**config.mk**
```make
export PLATFORM = sky130hd
export DESIGN_NAME = bip39_mnemonic_index_encoder
export DESIGN_NICKNAME = d
export VERILOG_FILES = /design/src/rtl/bip39_pkg.sv /design/src/rtl/bip39_mnemonic_index_encoder.sv /design/src/rtl/bip39_ctrl.sv /design/src/rtl/bip39_datapath.sv
export SDC_FILE = /design/constraint.sdc
export NUM_CORES = 2
export LEC_CHECK = 0
export ABC_CLOCK_PERIOD_IN_PS = 25500
export BUFFER_PORTS_ARGS = -buffer_cell sky130_fd_sc_hd__buf_4
export CAP_MARGIN = 20
export CORE_UTILIZATION = 64
export DETAILED_ROUTE_END_ITERATION = 8
export GPL_TIMING_DRIVEN = 0
export HOLD_SLACK_MARGIN = 0.06
export PLACE_DENSITY = 0.8
export SETUP_SLACK_MARGIN = 0.05
export SLEW_MARGIN = 10
export SYNTH_ARGS = -nofsm -noshare
export SYNTH_HDL_FRONTEND = slang
export SYNTH_HIERARCHICAL = 1
export SYNTH_SLANG_ARGS = --single-unit
```
**constraint.sdc**
```tcl
create_clock -name clock -period 25.5 [get_ports clock]
set_input_delay 1.275 -clock clock [delete_from_list [all_inputs] [get_ports clock]]
set_output_delay 1.275 -clock clock [all_outputs]
set_load 0.005 [all_outputs]
```
**src/rtl/bip39_pkg.sv**
```systemverilog
// ----------------------------------------------------------------------------
// bip39_pkg
// Shared types and constants for the mnemonic index encoder.
// ----------------------------------------------------------------------------
package bip39_pkg;

   localparam int unsigned IDX_BITS   = 11;
   localparam int unsigned WORD_COUNT = 24;
   localparam int unsigned BYTE_COUNT = 32;
   localparam int unsigned BYTE_TOP   = 7;
   localparam int unsigned ROUNDS     = 64;

   typedef enum logic [2:0] {
      ST_LOAD,
      ST_INIT,
      ST_ROUND,
      ST_FINAL,
      ST_EMIT
   } state_type;

   // controller to datapath
   typedef struct packed {
      logic       store_byte;
      logic       init_hash;
      logic       do_round;
      logic       finish_hash;
      logic       shift_word;
   } cmd_type;

   // datapath to controller
   typedef struct packed {
      logic       last_byte;
      logic       last_round;
      logic       last_word;
   } status_type;

   typedef logic [31:0] word_type;

   function automatic word_type rotr(input word_type x, input int unsigned n);
      rotr = (x >> n) | (x << (32 - n));
   endfunction

   function automatic word_type sha_k(input logic [5:0] t);
      word_type k;
      unique case (t)
         6'd0:  k = 32'h428a2f98; 6'd1:  k = 32'h71374491;
         6'd2:  k = 32'hb5c0fbcf; 6'd3:  k = 32'he9b5dba5;
         6'd4:  k = 32'h3956c25b; 6'd5:  k = 32'h59f111f1;
         6'd6:  k = 32'h923f82a4; 6'd7:  k = 32'hab1c5ed5;
         6'd8:  k = 32'hd807aa98; 6'd9:  k = 32'h12835b01;
         6'd10: k = 32'h243185be; 6'd11: k = 32'h550c7dc3;
         6'd12: k = 32'h72be5d74; 6'd13: k = 32'h80deb1fe;
         6'd14: k = 32'h9bdc06a7; 6'd15: k = 32'hc19bf174;
         6'd16: k = 32'he49b69c1; 6'd17: k = 32'hefbe4786;
         6'd18: k = 32'h0fc19dc6; 6'd19: k = 32'h240ca1cc;
         6'd20: k = 32'h2de92c6f; 6'd21: k = 32'h4a7484aa;
         6'd22: k = 32'h5cb0a9dc; 6'd23: k = 32'h76f988da;
         6'd24: k = 32'h983e5152; 6'd25: k = 32'ha831c66d;
         6'd26: k = 32'hb00327c8; 6'd27: k = 32'hbf597fc7;
         6'd28: k = 32'hc6e00bf3; 6'd29: k = 32'hd5a79147;
         6'd30: k = 32'h06ca6351; 6'd31: k = 32'h14292967;
         6'd32: k = 32'h27b70a85; 6'd33: k = 32'h2e1b2138;
         6'd34: k = 32'h4d2c6dfc; 6'd35: k = 32'h53380d13;
         6'd36: k = 32'h650a7354; 6'd37: k = 32'h766a0abb;
         6'd38: k = 32'h81c2c92e; 6'd39: k = 32'h92722c85;
         6'd40: k = 32'ha2bfe8a1; 6'd41: k = 32'ha81a664b;
         6'd42: k = 32'hc24b8b70; 6'd43: k = 32'hc76c51a3;
         6'd44: k = 32'hd192e819; 6'd45: k = 32'hd6990624;
         6'd46: k = 32'hf40e3585; 6'd47: k = 32'h106aa070;
         6'd48: k = 32'h19a4c116; 6'd49: k = 32'h1e376c08;
         6'd50: k = 32'h2748774c; 6'd51: k = 32'h34b0bcb5;
         6'd52: k = 32'h391c0cb3; 6'd53: k = 32'h4ed8aa4a;
         6'd54: k = 32'h5b9cca4f; 6'd55: k = 32'h682e6ff3;
         6'd56: k = 32'h748f82ee; 6'd57: k = 32'h78a5636f;
         6'd58: k = 32'h84c87814; 6'd59: k = 32'h8cc70208;
         6'd60: k = 32'h90befffa; 6'd61: k = 32'ha4506ceb;
         6'd62: k = 32'hbef9a3f7; 6'd63: k = 32'hc67178f2;
         default: k = '0;
      endcase
      sha_k = k;
   endfunction

   localparam word_type IV_A = 32'h6a09e667;
   localparam word_type IV_B = 32'hbb67ae85;
   localparam word_type IV_C = 32'h3c6ef372;
   localparam word_type IV_D = 32'ha54ff53a;
   localparam word_type IV_E = 32'h510e527f;
   localparam word_type IV_F = 32'h9b05688c;
   localparam word_type IV_G = 32'h1f83d9ab;
   localparam word_type IV_H = 32'h5be0cd19;

endpackage

```
**src/rtl/bip39_mnemonic_index_encoder.sv**
```systemverilog
// Sequence: after the 32nd byte is accepted, the init, round and finish states
//   run in turn, then 24 indexes are emitted on consecutive cycles.
// Throughput: one byte per cycle while loading; no new entropy is taken until
//   the single-round SHA-256 core and the index emission are done.
// Reset clears the byte, round and word counters and the sequencer.
// The receiver cannot stall; busy is high from the 32nd byte to the last index.
// ----------------------------------------------------------------------------
// bip39_mnemonic_index_encoder
// 256-bit entropy to 24 mnemonic word indexes with SHA-256 checksum.
// ----------------------------------------------------------------------------
module bip39_mnemonic_index_encoder (
   input  logic        clock,
   input  logic        reset,
   input  logic        start,
   output logic        busy,
   input  logic [7:0]  req_entropy_byte,
   output logic        rsp_strobe,
   output logic [10:0] rsp_word_index,
   output logic        rsp_last_word
);

   bip39_pkg::cmd_type    cmd;
   bip39_pkg::status_type status;

   bip39_ctrl u_ctrl (
      .clock  (clock),
      .reset  (reset),
      .start  (start),
      .status (status),
      .cmd    (cmd),
      .busy   (busy),
      .emit   (rsp_strobe)
   );

   bip39_datapath u_dp (
      .clock        (clock),
      .reset        (reset),
      .cmd          (cmd),
      .entropy_byte (req_entropy_byte),
      .status       (status),
      .word_index   (rsp_word_index),
      .last_word    (rsp_last_word)
   );

endmodule

```
**src/rtl/bip39_ctrl.sv**
```systemverilog
// ----------------------------------------------------------------------------
// bip39_ctrl
// Sequencer: byte load, hash init, hash rounds, digest finish, index emission.
// ----------------------------------------------------------------------------
module bip39_ctrl (
   input  logic                  clock,
   input  logic                  reset,
   input  logic                  start,
   input  bip39_pkg::status_type status,
   output bip39_pkg::cmd_type    cmd,
   output logic                  busy,
   output logic                  emit
);

   bip39_pkg::state_type state_ff, state_in;

   always_ff @(posedge clock) begin
      if (reset) begin
         state_ff <= bip39_pkg::ST_LOAD;
      end else begin
         state_ff <= state_in;
      end
   end

   always_comb begin
      state_in = state_ff;
      unique case (state_ff)
         bip39_pkg::ST_LOAD: begin
            if (start && status.last_byte) state_in = bip39_pkg::ST_INIT;
         end
         bip39_pkg::ST_INIT:  state_in = bip39_pkg::ST_ROUND;
         bip39_pkg::ST_ROUND: begin
            if (status.last_round) state_in = bip39_pkg::ST_FINAL;
         end
         bip39_pkg::ST_FINAL: state_in = bip39_pkg::ST_EMIT;
         bip39_pkg::ST_EMIT: begin
            if (status.last_word) state_in = bip39_pkg::ST_LOAD;
         end
         default: state_in = bip39_pkg::ST_LOAD;
      endcase
   end

   always_comb begin
      cmd  = '0;
      busy = 1'b1;
      emit = 1'b0;
      unique case (state_ff)
         bip39_pkg::ST_LOAD: begin
            busy           = 1'b0;
            cmd.store_byte = start;
         end
         bip39_pkg::ST_INIT:  cmd.init_hash   = 1'b1;
         bip39_pkg::ST_ROUND: cmd.do_round    = 1'b1;
         bip39_pkg::ST_FINAL: cmd.finish_hash = 1'b1;
         bip39_pkg::ST_EMIT: begin
            cmd.shift_word = 1'b1;
            emit           = 1'b1;
         end
         default: busy = 1'b1;
      endcase
   end

endmodule

```
**src/rtl/bip39_datapath.sv**
```systemverilog
// ----------------------------------------------------------------------------
// bip39_datapath
// Entropy shift register, one-round SHA-256 core and index shifter.
// ----------------------------------------------------------------------------
module bip39_datapath (
   input  logic                  clock,
   input  logic                  reset,
   input  bip39_pkg::cmd_type    cmd,
   input  logic [7:0]            entropy_byte,
   output bip39_pkg::status_type status,
   output logic [10:0]           word_index,
   output logic                  last_word
);

   typedef bip39_pkg::word_type word_type;

   logic [255:0] ent_ff, ent_in;
   logic [263:0] out_ff, out_in;
   logic [4:0]   bytes_ff, bytes_in;
   logic [5:0]   round_ff, round_in;
   logic [4:0]   words_ff, words_in;
   word_type     sched_ff [16];
   word_type     sched_in [16];
   word_type     a_ff, b_ff, c_ff, d_ff, e_ff, f_ff, g_ff, h_ff;
   word_type     a_in, b_in, c_in, d_in, e_in, f_in, g_in, h_in;
   word_type     w_new, s0w, s1w, t1, t2, w_cur;
   word_type     digest0;

   always_ff @(posedge clock) begin
      if (reset) begin
         bytes_ff <= '0;
         round_ff <= '0;
         words_ff <= '0;
      end else begin
         bytes_ff <= bytes_in;
         round_ff <= round_in;
         words_ff <= words_in;
      end
   end

   always_ff @(posedge clock) begin
      ent_ff <= ent_in;
      out_ff <= out_in;
      sched_ff <= sched_in;
      a_ff <= a_in; b_ff <= b_in; c_ff <= c_in; d_ff <= d_in;
      e_ff <= e_in; f_ff <= f_in; g_ff <= g_in; h_ff <= h_in;
   end

   // schedule word and round terms for the current round; window slides by one each round
   always_comb begin
      s0w   = bip39_pkg::rotr(sched_ff[1], 7) ^ bip39_pkg::rotr(sched_ff[1], 18)
            ^ (sched_ff[1] >> 3);
      s1w   = bip39_pkg::rotr(sched_ff[14], 17) ^ bip39_pkg::rotr(sched_ff[14], 19)
            ^ (sched_ff[14] >> 10);
      w_new = sched_ff[0] + s0w + s1w + sched_ff[9];
      w_cur = sched_ff[0];
      t1 = h_ff + (bip39_pkg::rotr(e_ff, 6) ^ bip39_pkg::rotr(e_ff, 11)
           ^ bip39_pkg::rotr(e_ff, 25)) + ((e_ff & f_ff) ^ (~e_ff & g_ff))
           + bip39_pkg::sha_k(round_ff) + w_cur;
      t2 = (bip39_pkg::rotr(a_ff, 2) ^ bip39_pkg::rotr(a_ff, 13)
           ^ bip39_pkg::rotr(a_ff, 22)) + ((a_ff & b_ff) ^ (a_ff & c_ff) ^ (b_ff & c_ff));
      digest0 = a_ff + bip39_pkg::IV_A;
   end

   always_comb begin
      ent_in   = ent_ff;
      out_in   = out_ff;
      bytes_in = bytes_ff;
      round_in = round_ff;
      words_in = words_ff;
      sched_in = sched_ff;
      a_in = a_ff; b_in = b_ff; c_in = c_ff; d_in = d_ff;
      e_in = e_ff; f_in = f_ff; g_in = g_ff; h_in = h_ff;
      if (cmd.store_byte) begin
         ent_in   = {ent_ff[247:0], entropy_byte};
         bytes_in = bytes_ff + 5'd1;
      end
      if (cmd.init_hash) begin
         for (int i = 0; i < 8; i++) begin
            sched_in[i] = ent_ff[255 - 32*i -: 32];
         end
         sched_in[8] = 32'h80000000;
         for (int i = 9; i < 15; i++) begin
            sched_in[i] = '0;
         end
         sched_in[15] = 32'd256;
         a_in = bip39_pkg::IV_A; b_in = bip39_pkg::IV_B;
         c_in = bip39_pkg::IV_C; d_in = bip39_pkg::IV_D;
         e_in = bip39_pkg::IV_E; f_in = bip39_pkg::IV_F;
         g_in = bip39_pkg::IV_G; h_in = bip39_pkg::IV_H;
         round_in = '0;
      end
      if (cmd.do_round) begin
         for (int i = 0; i < 15; i++) begin
            sched_in[i] = sched_ff[i + 1];
         end
         sched_in[15] = w_new;
         h_in = g_ff; g_in = f_ff; f_in = e_ff; e_in = d_ff + t1;
         d_in = c_ff; c_in = b_ff; b_in = a_ff; a_in = t1 + t2;
         round_in = round_ff + 6'd1;
      end
      if (cmd.finish_hash) begin
         out_in   = {ent_ff, digest0[31:24]};
         words_in = '0;
      end
      if (cmd.shift_word) begin
         out_in   = {out_ff[252:0], 11'd0};
         words_in = (words_ff == 5'(bip39_pkg::WORD_COUNT - 1)) ? 5'd0 : words_ff + 5'd1;
      end
   end

   assign word_index        = out_ff[263:253];
   assign last_word         = (words_ff == 5'(bip39_pkg::WORD_COUNT - 1));
   assign status.last_byte  = (bytes_ff == 5'(bip39_pkg::BYTE_COUNT - 1));
   assign status.last_round = (round_ff == 6'(bip39_pkg::ROUNDS - 1));
   assign status.last_word  = last_word;

endmodule

```
==> run summary <==
outcome: finished clean
CTS resizes: 0
GP Congestion: 1.025
final period utilization: 32.42%
number of max-cap violations: 0
Post-synth EDFFs: 1277
DR DRC count: 0
Leak: 0.02575 uW
VDD IR max: 71.28 uV
top-area cell type share of the netlist area: 57.89%
port bufs: 24
clock buffer depth: 3
clk sinks: 1339
area of the core: 0.1022 sq mm
Setup crit end kind: register
Synth cell types: 80
DR iter-0 viols: 6228
Die Ht: 323.7 um
Hold Path Class: register to register
post-synthesis sequential area ratio: 59.77%
Seq cells post-synth: 1339
clock buffer count from CTS: 135
vias in the first global route: 41350
Final Util: 71.66%
CP most frequent cell: fa_1
design area: 0.07322 sq mm
DRT Pass-1 Iters: 6
dpl cell area: 0.06880 sq mm
slowest stage delay, CP: 0.50 ns
CTS tree: built
pwr/cell area: 60.82 mW/mm^2
# setup viols final: 0
Tightest Pin Transition: 1.228 ns
Final Skew: 0.05630 ns
Final ANT Viol Nets: 0
max-slew violations: 0
DP HPWL: 142.3 mm
Die ar.: 0.1048 sq mm
Syn Nets: 5262
WP data required: 26.01 ns
setup ws final: 17.23 ns
global-route wire length before repair: 285.0 mm
share of layout cells above drive strength 1: 11.31%
Clock transition at path regs: 0.06 ns
critical path class: register to register
Initial Util: 64.82%
Async SR Flop Fraction: 0%
worst-case reg-to-reg path depth: 30
Mapped Area: 0.06624 sq mm
routed length per placed instance: 30.19 um
Slew HR: 18.15%
GRT Overall Usage: 38.39%
clk_lat worst skew: 0.76 ns
Cells after Synth: 4920
Max Fanout on Critical Path: 5
Final Power: 4454 uW
pin count of the biggest net entering global routing: 120
largest area contributor in the netlist: edfxtp_1
antenna violations before repair: 14
CP max stage cell: fa_1
setup bufs post-CTS: 0
Post-synth top flop: edfxtp_1
top-count cell post-synth: edfxtp_1
Hold Vio Cnt, Final: 0
H-Tree Depth: 4
drt total wl: 199.1 mm
Ys Warns: 6
WHS Path Cells: 0
Die W: 323.7 um
RSZ-0062 raised after global routing: false
synth cell count leaders: 1277 x edfxtp_1, 349 x inv_1, 330 x and2_1
io pins: 25
vias per cell: 6.478
Row Count: 117
fmax: 121.0 MHz
Root Buffer: clkbuf_16
startpoint types: register
post-route setup TNS: 0 ns
vias: 42720
total gr overflow: 0
pre-CTS setup slack: 17.35 ns
post-synthesis area per instance: 13.46 sq um
CTS Hold Bufs: 0
Data arrival, critical path: 8.78 ns
fin crit period: 8.266 ns
area added between synthesis and finish: 10.54%
number of nets in the final layout: 5455
ranking of synthesized cells by area: edfxtp_1 58%, fa_1 5.7%, mux2_2 4.9%, a22o_1 3.4%, xnor2_1 3.3%
power by group:
group / total [uW] / switching [uW] / internal [uW]
sequential: 2440 / 24.1 / 2410
clock: 1970 / 877 / 1090
combinational: 45.0 / 24.5 / 20.4
area by class of cell:
type,count,area [sq um]
Timing Repair Buffer,56,862.1
Antenna cell,3,7.507
Fill cell,6660,28960
Tap cell,1368,1712
Clock inverter,79,850.8
Sequential cell,1339,39590
Clock buffer,169,3530
Buffer,299,1186
Inverter,355,1340
Multi-Input combinational cell,2927,24150
per-layer routing:
metal / share of wire (%) / GRT usage (%) / wire length [um]
met3: 12 / 9.371 / 23410
met2: 44 / 56.60 / 87950
met1: 40 / 55.33 / 79680
met4: 4.0 / 14.92 / 8046
met5: 0.021 / 0 / 42
worst paths after layout:
path,from,endpoint,slack [ns]
worst max-delay path,u_dp/e_ff[12]$_SDFFCE_PN1N_,u_dp/a_ff[31]$_SDFFCE_PN0N_,17.23
worst min-delay path,u_dp/ent_ff[131]$_DFFE_PP_,u_dp/ent_ff[139]$_DFFE_PP_,0.47
worst max register to register,u_dp/e_ff[12]$_SDFFCE_PN1N_,u_dp/a_ff[31]$_SDFFCE_PN0N_,17.23
worst min register to register,u_dp/ent_ff[131]$_DFFE_PP_,u_dp/ent_ff[139]$_DFFE_PP_,0.47
placed cells by master (no fill, tap or decap), drive strengths merged, types with 132 or more instances in the layout:
master	n
edfxtp	1277
clkbuf	435
inv	360
and2	330
mux2	288
a22o	254
xnor2	247
fa	187
nor2	178
nand2	166
a21oi	161
o21ai	159
ha	144
nand2b	132
logic make-up after synthesis:
kind of cell             Yosys count  share of synthesized area, %
flip-flops                      1339                         59.77
AND/OR/NAND/NOR                  992                         7.979
AO/OA/AOI/OAI                    930                         10.02
buffers and inverters            654                         3.802
XOR/XNOR                         366                         4.860
adder cells (fa/ha/maj)          334                         8.417
multiplexers                     305                         5.153
metrics by stage:
stage	hold slack (ns)	instances
final	0.4708	6595
after global routing	0.4870	6592
after CTS	0.4708	6589
after detailed placement	0.4578	6341
after global placement	0.4515	6312
after floorplan	0.4455	4920
sequential cells by signal, summed over array words and instances, names as in the netlist, named ones only:
name and count:
u_dp/sched_ff 480, u_dp/a_ff 32, u_dp/g_ff 32, u_dp/d_ff 32, u_dp/c_ff 32, u_dp/f_ff 32, u_dp/ent_ff 256, u_dp/e_ff 32
u_dp/bytes_ff 5, u_dp/h_ff 32, u_dp/words_ff 5, u_dp/w_cur 32, u_dp/b_ff 32, u_dp/out_ff 264, u_ctrl/state_ff 3, u_dp/round_ff 6
worst max-delay path: cells and delay by family (launching register included):
kind                       cells  cell delay, ns
xor gates and xnor gates       4            1.11
AOI/OAI and AO/OA             13            2.75
adders and majority gates      7            2.80
DFF                            1            0.31
buffers and inverters          3            0.58
and+or+nand+nor                3            0.46
No activity file was read; power rests on OpenSTA's default activity.
